$ cat src/stpd_pkg.sv
`timescale 1ns / 1ps
// ----------------------------------------------------------------------------
// stpd_pkg
// Shared constants, register indexes and controller command types.
// ----------------------------------------------------------------------------
package stpd_pkg;

    localparam int SCREEN_COLUMNS = 512;
    localparam int SCREEN_ROWS    = 256;
    localparam int COL_W          = 10;

    localparam logic [2:0] REG_TRIGGER_MODE   = 3'd0;
    localparam logic [2:0] REG_TRIGGER_LEVEL  = 3'd1;
    localparam logic [2:0] REG_HOLDOFF        = 3'd2;
    localparam logic [2:0] REG_INTERNAL_RATE  = 3'd3;
    localparam logic [2:0] REG_COLUMN_STEP    = 3'd4;
    localparam logic [2:0] REG_GAIN           = 3'd5;
    localparam logic [2:0] REG_DC_ENABLE      = 3'd6;
    localparam logic [2:0] REG_DC_COEFFICIENT = 3'd7;

    localparam logic [1:0] MODE_INTERNAL = 2'd0;
    localparam logic [1:0] MODE_RISING   = 2'd1;
    localparam logic [1:0] MODE_FALLING  = 2'd2;
    localparam logic [1:0] MODE_FREE     = 2'd3;

    localparam logic [31:0] ONE_Q824 = 32'h0100_0000;
    localparam logic [13:0] HOLD_MAX = 14'h3FFF;

    typedef struct packed {
        logic load;   // latch sample, start DC multiply
        logic dc;     // finish DC blocker, start gain multiply
        logic gain;   // finish level
        logic commit; // trigger, extremes, column, build result
    } t_cmd;

    typedef struct packed {
        logic out_busy;
    } t_status;

    function automatic logic [7:0] to_row(input logic signed [15:0] level);
        logic signed [31:0] t;
        logic signed [31:0] y;
        begin
            t = 32'(signed'(SCREEN_ROWS - 2)) * 32'sd32768
                - 32'(level) * 32'(signed'(SCREEN_ROWS));
            y = t / 32'sd65536;
            if (y < 0) begin
                y = 0;
            end
            if (y > SCREEN_ROWS - 1) begin
                y = SCREEN_ROWS - 1;
            end
            to_row = y[7:0];
        end
    endfunction

endpackage

$ cat src/stpd_ctrl.sv
`timescale 1ns / 1ps
// ----------------------------------------------------------------------------
// stpd_ctrl
// Sequencer: steps one sample through load, DC, gain and commit.
// ----------------------------------------------------------------------------
module stpd_ctrl (
    input  logic              i_clk,
    input  logic              i_rst_n,
    input  logic              i_valid,
    output logic              o_ready,
    input  stpd_pkg::t_status i_status,
    output stpd_pkg::t_cmd    o_cmd
);

    localparam logic [1:0] S_IDLE = 2'd0;
    localparam logic [1:0] S_DC   = 2'd1;
    localparam logic [1:0] S_GAIN = 2'd2;
    localparam logic [1:0] S_COMM = 2'd3;

    logic [1:0] r_state;
    logic [1:0] n_state;

    assign o_ready = (r_state == S_IDLE);

    always_comb begin
        n_state       = r_state;
        o_cmd         = '0;
        case (r_state)
            S_IDLE: begin
                if (i_valid) begin
                    o_cmd.load = 1'b1;
                    n_state    = S_DC;
                end
            end
            S_DC: begin
                o_cmd.dc = 1'b1;
                n_state  = S_GAIN;
            end
            S_GAIN: begin
                o_cmd.gain = 1'b1;
                n_state    = S_COMM;
            end
            S_COMM: begin
                if (!i_status.out_busy) begin
                    o_cmd.commit = 1'b1;
                    n_state      = S_IDLE;
                end
            end
            default: n_state = S_IDLE;
        endcase
    end

    always_ff @(posedge i_clk) begin
        if (!i_rst_n) begin
            r_state <= S_IDLE;
        end else begin
            r_state <= n_state;
        end
    end

endmodule

$ cat config.mk
export PLATFORM = sky130hd
export DESIGN_NAME = stpd_ctrl
export DESIGN_NICKNAME = d
export VERILOG_FILES = /design/src/stpd_pkg.sv /design/src/stpd_ctrl.sv
export SDC_FILE = /design/constraint.sdc
export NUM_CORES = 1
export LEC_CHECK = 0
export BUFFER_PORTS_ARGS = -buffer_cell sky130_fd_sc_hd__buf_2
export CORE_AREA = 2 2 39 41
export CTS_BUF_LIST = sky130_fd_sc_hd__clkbuf_4 sky130_fd_sc_hd__clkbuf_8
export CTS_CLUSTER_SIZE = 25
export DETAILED_ROUTE_END_ITERATION = 8
export DIE_AREA = 0 0 41 43
export HOLD_SLACK_MARGIN = 0.05
export PLACE_DENSITY = 0.35
export RECOVER_POWER = 50
export SKIP_CTS_REPAIR_TIMING = 1
export SYNTH_ARGS = -nofsm -noshare
export SYNTH_HDL_FRONTEND = slang
export SYNTH_SLANG_ARGS = --single-unit
$ cat constraint.sdc
create_clock -name i_clk -period 3.45 [get_ports i_clk]
set_input_delay 0.345 -clock i_clk [delete_from_list [all_inputs] [get_ports i_clk]]
set_output_delay 0.345 -clock i_clk [all_outputs]
set_load 0.03 [all_outputs]
[Word level (Yosys, flattened, before mapping)]
Cells that the tools add are included.
Word-level totals
  bits in registers: 2
  input bits: 4
  output and inout bits: 5
  logic and storage cells: 17
Cells by class
  equal/unequal tests: 5
  muxes and demuxes: 9
  reduce and logical (&&, ||, !) cells: 2
Operator list (count)
  $pmux 2 s4: 1
  $mux 1: 6
  $eq 2x2->1 const B: 2
  $mux 2: 2
  $ne 2x2->1 const B: 2
  $eq 2x1->1 const B: 1
  $logic_not 2->1: 1
  $reduce_and 2->1: 1

[Longest topological paths before layout]
Gate-level depths: netlist of run 1.
  depth in word-level cells: 3
  gate-level depth with buffers: 4
  mapped depth without buffers: 4

[Worst setup path after synthesis of run 1]
No wires, ideal clock.
  kind: reg-to-output
  start point: register r_state[0]
  end point: output o_cmd[3] (netlist name)
  arrival time: 1.129 ns
  required time: 3.105 ns
  setup slack: 1.976 ns
  stages on the path, launching flop included: 4
  path buffers: 0
  cell sequence: dfxtp_1 inv_1 ha_1 and2_1
RTL lines
  start: declaration: line stpd_ctrl.sv:20  | logic [1:0] r_state;
  start signal: assignment: line stpd_ctrl.sv:57  | r_state <= n_state;
  end: declaration: line stpd_ctrl.sv:12  | output stpd_pkg::t_cmd o_cmd

==> results_dict.tcl, run 1 <==
set metrics [dict create \
    synth_flop_cell "dfxtp_1" \
    fmax_ghz 0.638 \
    hold_viol_final 0 \
    fin_skew_ps 3.25 \
    synth_cells 17 \
    die_h_um 43 \
    synthTopCellsByCount "ha_1 (4), inv_1 (3), dfxtp_1 (2), nand2_1 (2)" \
    synth_top_cells_by_area "ha_1 (30%), dfxtp_1 (24%), a22oi_2 (7.6%)" \
    hold_class "in2reg" \
    yosysMostFrequentCell "ha_1" \
    worstPathMaxFanout 4 \
    antenna_found_initial 0 \
    rsz0062_at_grt "false" \
    grt_max_degree 5 \
    grt.total_usage_pct 5.21 \
    clk_pin_slew_ps 30 \
    portBuffers 8 \
    max_cap_viol_count 0 \
    status "finished clean" \
    synth_area_um2 165 \
    cts_root_buf "clkbuf_4" \
    crit_buf_inv 2 \
    clk_path_buf_depth 2 \
    yosysWarnings 0 \
    grt_overflow 0 \
    path_class "reg2out" \
    vias 150 \
    synth_top_area_cell "ha_1" \
    tightest_slew_ps 371 \
    fin_cells 44 \
    dr.first_iter.drc_count 1 \
    critPathTopFamily "flip-flops" \
    drive_gt1_share_pct 39.3 \
    final_area_um2 241 \
    synth_edf_count 0 \
    setup_violations 0 \
    ys_ff_latch 2 \
    dieWidth_um 41 \
    first_global_vias 126 \
    cts_made_buffers 3 \
    area.growth.synth_to_final_pct 46.2 \
    finalPower_mw 0.207 \
    peakVddDrop_mv 0.189 \
    slew_headroom_pct 75.4 \
    ys_seq_area_share_pct 24.2 \
    crit_arrival_ps 1220 \
    slowest_delay_ps 370 \
    htreeDepth 1 \
    firstDrtPassIters 2 \
    fin_crit_sh_pct 45.4 \
    place_area_um2 225 \
    diodes 0 \
    grt_pass1_wl_um 517 \
    netlist.area_leader.share_pct 30.3 \
    crit_path_end_kind "output pin" \
    p_per_area_nw_per_um2 859 \
    reg.largest.list "r_state (2)" \
    cp_slowest_cell "dfxtp_1" \
    routedWlPerCell_um 7.95 \
    clock_latency_ps 220 \
    largest_reg_flops 2 \
    critPathLaunchType "flop" \
    viasPerCell 3.41 \
    ioPinCount 9 \
    holdWs_ps 387 \
    syn-num-nets 25 \
    setup_tns_ps 0 \
    clock-sinks 2 \
    syn_area_per_cell_um2 9.72 \
    finalWirelength_um 350 \
    postRouteAntennaNets 0 \
    regMostFlops "r_state" \
    start_util_pct 11.9 \
    p_leak_nw 0.138 \
    async_reset_ff_share_pct 0 \
    dp_cells 41 \
    timing.critical_path.required_ps 3110 \
    post-route-drc-count 0 \
    drv_slew 0 \
    rows 14 \
    die_area_um2 1760 \
    cts_tree "built" \
    fin_crit_ps 1570 \
    core_area_um2 1380 \
    fillCellCount 160 \
    synth_cell_types 10 \
    gp_congestion 0.574 \
    fin_nets 38 \
    crit_chain "inv_1 -> ha_1 -> and2_1 -> buf_2" \
]
[cell usage in the layout, fill, tap and decap left out]
master    count
a211o_1       1
a22oi_1       1
and2_1        1
and2b_2       1
buf_2         7
clkbuf_1      1
clkbuf_4      3
dfxtp_1       2
ha_1          4
inv_1         3
mux2i_1       1
nand2_1       2
o211a_1       1
[kinds of logic (layout without fill, tap and decap cells)]
logic type,after synthesis,after routing,synth area share (%)
simple gates,4,4,13.6
compound gates,3,3,18.9
fa+ha+maj,4,4,30.3
buf+inv,3,14,6.82
mux,1,1,6.06
flops,2,2,24.2
[final cells by class]
| type | count | area, µm² | area share (%) |
|---|---|---|---|
| Inverter | 3 | 11.3 | 4.66 |
| Tap cell | 16 | 20.0 | 8.29 |
| Timing Repair Buffer | 8 | 38.8 | 16.1 |
| Sequential cell | 2 | 40.0 | 16.6 |
| Multi-Input combinational cell | 12 | 109 | 45.1 |
| Clock buffer | 3 | 22.5 | 9.33 |
[path summary, 6_finish.rpt]
path	startpoint	endpoint	slack [ps]	cells past startpoint
max	r_state[0]	o_cmd[3]	1880	4
min	i_rst_n	r_state[0]	390	2
max reg2reg	r_state[0]	r_state[0]	2240	4
min reg2reg	r_state[1]	r_state[1]	500	2
[power breakdown]
part | total [mW] | internal (mW) | switching [mW] | leakage [nW]
clock network | 0.0519 | 0.0384 | 0.0135 | 0.0138
logic | 0.115 | 0.0399 | 0.0749 | 0.108
registers | 0.0407 | 0.0319 | 0.00876 | 0.0166
total | 0.207 | 0.110 | 0.0972 | 0.138
[metrics by stage]
stage	util [%]	setup WS (ps)
2_1_floorplan	-	1980
3_3_place_gp	16.3	2130
3_5_place_dp	16.3	2110
4_1_cts	17.9	1860
5_1_grt	17.5	1800
6_report	17.5	1880
[routing by layer]
metal | part of all wire [%] | up-vias | track usage [%]
li1 | - | 78 | -
met1 | 55 | 63 | 6.07
met2 | 30 | 9 | 3.75
met3 | 15 | 0 | 4.71
met4 | 0 | 0 | 8.00
met5 | 0 | - | 0
Note: power is estimated with default switching activity, not from simulation.
==> inputs of run 2 (changes only) <==
==> constraint.sdc (replaced) <==
create_clock -name i_clk -period 1.6 [get_ports i_clk]
set_input_delay 0.16 -clock i_clk [delete_from_list [all_inputs] [get_ports i_clk]]
set_output_delay 0.16 -clock i_clk [all_outputs]
set_load 0.03 [all_outputs]
==> run 2 against run 1 <==
  * Via count grew 2.7%
  * Routed wire length shrank 3.1%
  * Clock power grew 110%
  * Final area shrank 0.52%
  * First-iteration DRC count shrank 100%
  * Die area is the same
  * Worst hold slack lost 180 ps
  * Utilization shrank 0.090 points
  * Largest power group unchanged
  * Highest routed layer unchanged
==> results_dict.tcl, run 2 (synthesized netlist as in run 1, its figures left out) <==
set metrics [dict create \
    drv_slew 0 \
    rsz0062_at_grt "false" \
    critPathTopFamily "flip-flops" \
    cts_made_buffers 3 \
    fin_cells 44 \
    firstDrtPassIters 1 \
    crit_path_end_kind "output pin" \
    fmax_ghz 0.726 \
    rows 14 \
    final_area_um2 240 \
    layout_common_cells "buf_2 (6), ha_1 (4), inv_1 (3), clkbuf_4 (3)" \
    regMostFlops "r_state" \
    cts_tree "built" \
    crit_buf_inv 2 \
    die_area_um2 1760 \
    grt_pass1_wl_um 593 \
    rr_startpoint "r_state[0]" \
    dr.first_iter.drc_count 0 \
    portBuffers 8 \
    grt_overflow 0 \
    start_util_pct 11.9 \
    dp_cells 41 \
    layout_commonest_cell "buf_2" \
    finalWorstSetupSlack_ps 223 \
    diodes 0 \
    clk_path_buf_depth 2 \
    hold_viol_final 0 \
    rrSetupSlack_ps 360 \
    final_util_pct 17.4 \
    fin_crit_sh_pct 86.1 \
    hp-start "i_rst_n" \
    rr_endpoint "r_state[1]" \
    finalWirelength_um 339 \
    peakVddDrop_mv 0.542 \
    path_class "reg2out" \
    htreeDepth 1 \
    reg.largest.list "r_state (2)" \
    dieWidth_um 41 \
    slowest_delay_ps 370 \
    critPathLaunchType "flop" \
    r2r_cells 4 \
    clock-sinks 2 \
    hold_end "r_state[0]" \
    tightest_slew_ps 368 \
    ioPinCount 9 \
    drive_gt1_share_pct 35.7 \
    setup_tns_ps 0 \
    antenna_found_initial 0 \
    worstPathMaxFanout 4 \
    p_per_area_nw_per_um2 1820 \
    die_h_um 43 \
    holdWs_ps 207 \
    max_cap_viol_count 0 \
    grt_max_degree 5 \
    finalPower_mw 0.437 \
    clock_latency_ps 220 \
    vias 154 \
    grt.total_usage_pct 5.71 \
    crit_arrival_ps 1220 \
    fin_crit_ps 1380 \
    cp_slowest_cell "dfxtp_1" \
    clk_pin_slew_ps 30 \
    hold_path_depth 2 \
    slew_headroom_pct 75.6 \
    core_area_um2 1380 \
    place_area_um2 225 \
    cts_root_buf "clkbuf_4" \
    timing.critical_path.required_ps 1440 \
    p_leak_nw 0.134 \
    gp_congestion 0.571 \
    postRouteAntennaNets 0 \
    viasPerCell 3.50 \
    fin_nets 38 \
    status "finished clean" \
    first_global_vias 159 \
    hold_class "in2reg" \
    pre_cts_ws_ps 374 \
    fin_skew_ps 2.77 \
    setup_violations 0 \
    crit_chain "inv_1 -> ha_1 -> and2_1 -> buf_2" \
    area.growth.synth_to_final_pct 45.5 \
    routedWlPerCell_um 7.70 \
    fillCellCount 155 \
    post-route-drc-count 0 \
    largest_reg_flops 2 \
]
==> run 2: cell count changes in the layout (fill, tap and decap cells not counted), sizes merged <==
cell / change
clkbuf: +1
buf: -1
==> run 2: layout make-up <==
| class | count | area, µm² | area share [%] |
|---|---|---|---|
| Inverter | 3 | 11.3 | 4.69 |
| Timing Repair Buffer | 8 | 37.5 | 15.6 |
| Clock buffer | 3 | 22.5 | 9.38 |
| Multi-Input combinational cell | 12 | 109 | 45.3 |
| Sequential cell | 2 | 40.0 | 16.7 |
| Tap cell | 16 | 20.0 | 8.33 |
==> run 2: where the power goes <==
group,switching [mW],internal (mW)
Combinational,0.158,0.0822
Sequential,0.0182,0.0689
Clock,0.0269,0.0826
==> run 2: worst max-delay path by stage <==
| stage | startpoint | slack, ps | end | cells past startpoint |
|---|---|---|---|---|
| 3_3_place_gp | r_state[0] | 410 | r_state[0] | 4 |
| 4_1_cts | r_state[0] | 190 | o_cmd[3] | 4 |
| 3_5_place_dp | r_state[0] | 370 | r_state[0] | 4 |
| 6_report | r_state[0] | 220 | o_cmd[3] | 4 |
| 5_1_grt | r_state[0] | 120 | o_cmd[3] | 4 |
| 2_1_floorplan | r_state[0] | 310 | o_cmd[3] | 3 |
==> run 2: metal layers <==
| layer | vias up | GRT usage, % | wire length (µm) |
|---|---|---|---|
| met1 | 67 | 6.07 | 156 |
| met2 | 9 | 6.25 | 126 |
| met3 | 0 | 3.14 | 56 |
| li1 | 78 | - | - |
| met5 | - | 0 | 0 |
| met4 | 0 | 8.00 | 0 |
==> inputs of run 3 (changes only) <==
--- a/config.mk
+++ b/config.mk
@@ -6,14 +6,17 @@
 export NUM_CORES = 1
 export LEC_CHECK = 0
 export BUFFER_PORTS_ARGS = -buffer_cell sky130_fd_sc_hd__buf_2
+export CELL_PAD_IN_SITES_DETAIL_PLACEMENT = 1
+export CELL_PAD_IN_SITES_GLOBAL_PLACEMENT = 1
 export CORE_AREA = 2 2 39 41
 export CTS_BUF_LIST = sky130_fd_sc_hd__clkbuf_4 sky130_fd_sc_hd__clkbuf_8
 export CTS_CLUSTER_SIZE = 25
 export DETAILED_ROUTE_END_ITERATION = 8
 export DIE_AREA = 0 0 41 43
 export HOLD_SLACK_MARGIN = 0.05
-export PLACE_DENSITY = 0.35
+export PLACE_DENSITY = 0.42
 export RECOVER_POWER = 50
+export REMOVE_ABC_BUFFERS = 1
 export SKIP_CTS_REPAIR_TIMING = 1
 export SYNTH_ARGS = -nofsm -noshare
 export SYNTH_HDL_FRONTEND = slang
==> constraint.sdc (replaced) <==
create_clock -name i_clk -period 1.64 [get_ports i_clk]
set_input_delay 0.164 -clock i_clk [delete_from_list [all_inputs] [get_ports i_clk]]
set_output_delay 0.164 -clock i_clk [all_outputs]
set_load 0.03 [all_outputs]
==> run 3 against run 2 <==
  * Routed wire length up 7.7%
  * Cell count is the same
  * Flip-flop and latch count stayed put
  * Critical path depth unchanged
  * Non-clock buffer count is the same
  * Utilization did not move
  * Worst hold slack better by 6.0 ps
  * Global-route usage fell by 0.20 points
  * Via count is the same
  * Critical endpoint unchanged
  * Sequential power decreased by 1%
  * Largest power group unchanged
  * Combinational power decreased by 2%
  * Die area is the same
==> results_dict.tcl, run 3 (synthesized netlist as in run 1, its figures left out) <==
set metrics [dict create \
    worstPathMaxFanout 4 \
    fin_skew_ps 2.74 \
    firstDrtPassIters 1 \
    p_per_area_nw_per_um2 1780 \
    max_cap_viol_count 0 \
    layout_common_cells "buf_2 (6), ha_1 (4), inv_1 (3), clkbuf_4 (3)" \
    die_area_um2 1760 \
    diodes 0 \
    crit_arrival_ps 1220 \
    holdWs_ps 213 \
    setup_violations 0 \
    grt.total_usage_pct 5.51 \
    hold_viol_final 0 \
    layout_commonest_cell "buf_2" \
    r2r_cells 4 \
    rows 14 \
    crit_chain "inv_1 -> ha_1 -> and2_1 -> buf_2" \
    slowest_delay_ps 370 \
    peakVddDrop_mv 0.347 \
    slew_headroom_pct 75.5 \
    fillCellCount 171 \
    viasPerCell 3.50 \
    grt_pass1_wl_um 593 \
    finalWirelength_um 365 \
    rrSetupSlack_ps 420 \
    routedWlPerCell_um 8.30 \
    fin_crit_sh_pct 84.2 \
    tightest_slew_ps 369 \
    rr_startpoint "r_state[0]" \
    cts_tree "built" \
    gp_congestion 0.559 \
    largest_reg_flops 2 \
    regMostFlops "r_state" \
    first_global_vias 151 \
    critPathTopFamily "flip-flops" \
    post-route-drc-count 0 \
    antenna_found_initial 0 \
    clk_path_buf_depth 2 \
    p_leak_nw 0.134 \
    vias 154 \
    rsz0062_at_grt "false" \
    fmax_ghz 0.724 \
    timing.critical_path.required_ps 1480 \
    clock_latency_ps 220 \
    core_area_um2 1380 \
    postRouteAntennaNets 0 \
    grt_overflow 0 \
    critical_path_cell_count 4 \
    ioPinCount 9 \
    drive_gt1_share_pct 35.7 \
    start_util_pct 11.9 \
    grt_max_degree 5 \
    dr.first_iter.drc_count 0 \
    portBuffers 8 \
    htreeDepth 1 \
    critPathLaunchType "flop" \
    reg.largest.list "r_state (2)" \
    rr_endpoint "r_state[1]" \
    dp.final_hpwl_um 305 \
    startpoint "r_state[0]" \
    clock-sinks 2 \
    cts_root_buf "clkbuf_4" \
    fin_nets 38 \
    hold_class "in2reg" \
    status "finished clean" \
    area.growth.synth_to_final_pct 45.5 \
    cp_slowest_cell "dfxtp_1" \
    crit_buf_inv 2 \
    crit_path_end_kind "output pin" \
    setup_tns_ps 0 \
    path_class "reg2out" \
    die_h_um 43 \
    cts_made_buffers 3 \
    dieWidth_um 41 \
    fin_crit_ps 1380 \
    critPathCapture "o_cmd[3]" \
    drv_slew 0 \
    clk_pin_slew_ps 30 \
]
==> run 3: power by group <==
part / switching (mW) / total [mW] / internal [mW]
logic: 0.155 / 0.235 / 0.0804
registers: 0.0190 / 0.0862 / 0.0672
clock network: 0.0258 / 0.106 / 0.0805
==> run 3: cell type report <==
class / instances / area (µm²) / share of cell area [%]
inverter: 3 / 11.3 / 4.69
clock buffer: 3 / 22.5 / 9.38
timing repair buffer: 8 / 37.5 / 15.6
multi-input combinational: 12 / 109 / 45.3
tap: 16 / 20.0 / 8.33
sequential: 2 / 40.0 / 16.7
==> run 3: worst min path at each step <==
stage / slack, ps / start / cells past startpoint / end
5_1_grt: 220 / i_rst_n / 2 / r_state[0]
4_1_cts: 200 / i_rst_n / 2 / r_state[0]
3_5_place_dp: 450 / i_rst_n / 2 / r_state[0]
3_3_place_gp: 420 / i_rst_n / 2 / r_state[0]
6_report: 210 / i_rst_n / 2 / r_state[0]
2_1_floorplan: 300 / i_rst_n / 1 / r_state[0]
==> run 3: stage by stage <==
step | area [µm²] | std cells | util (%) | worst slack (ps) | power, mW
4_1_cts | 248 | 44 | 17.9 | 214 | 0.453
6_report | 240 | 44 | 17.4 | 260 | 0.428
5_1_grt | 240 | 44 | 17.4 | 179 | 0.472
2_1_floorplan | 165 | 17 | - | 347 | 0.280
3_3_place_gp | 225 | 41 | 16.3 | 455 | 0.332
3_5_place_dp | 225 | 41 | 16.3 | 409 | 0.338
==> run 3: routing by layer <==
metal	track usage, %	wire length, µm	part of all wire, %
met5	0	0	0
met4	6.00	0	0
met3	3.14	46	13
met2	5.31	126	35
met1	7.35	193	53
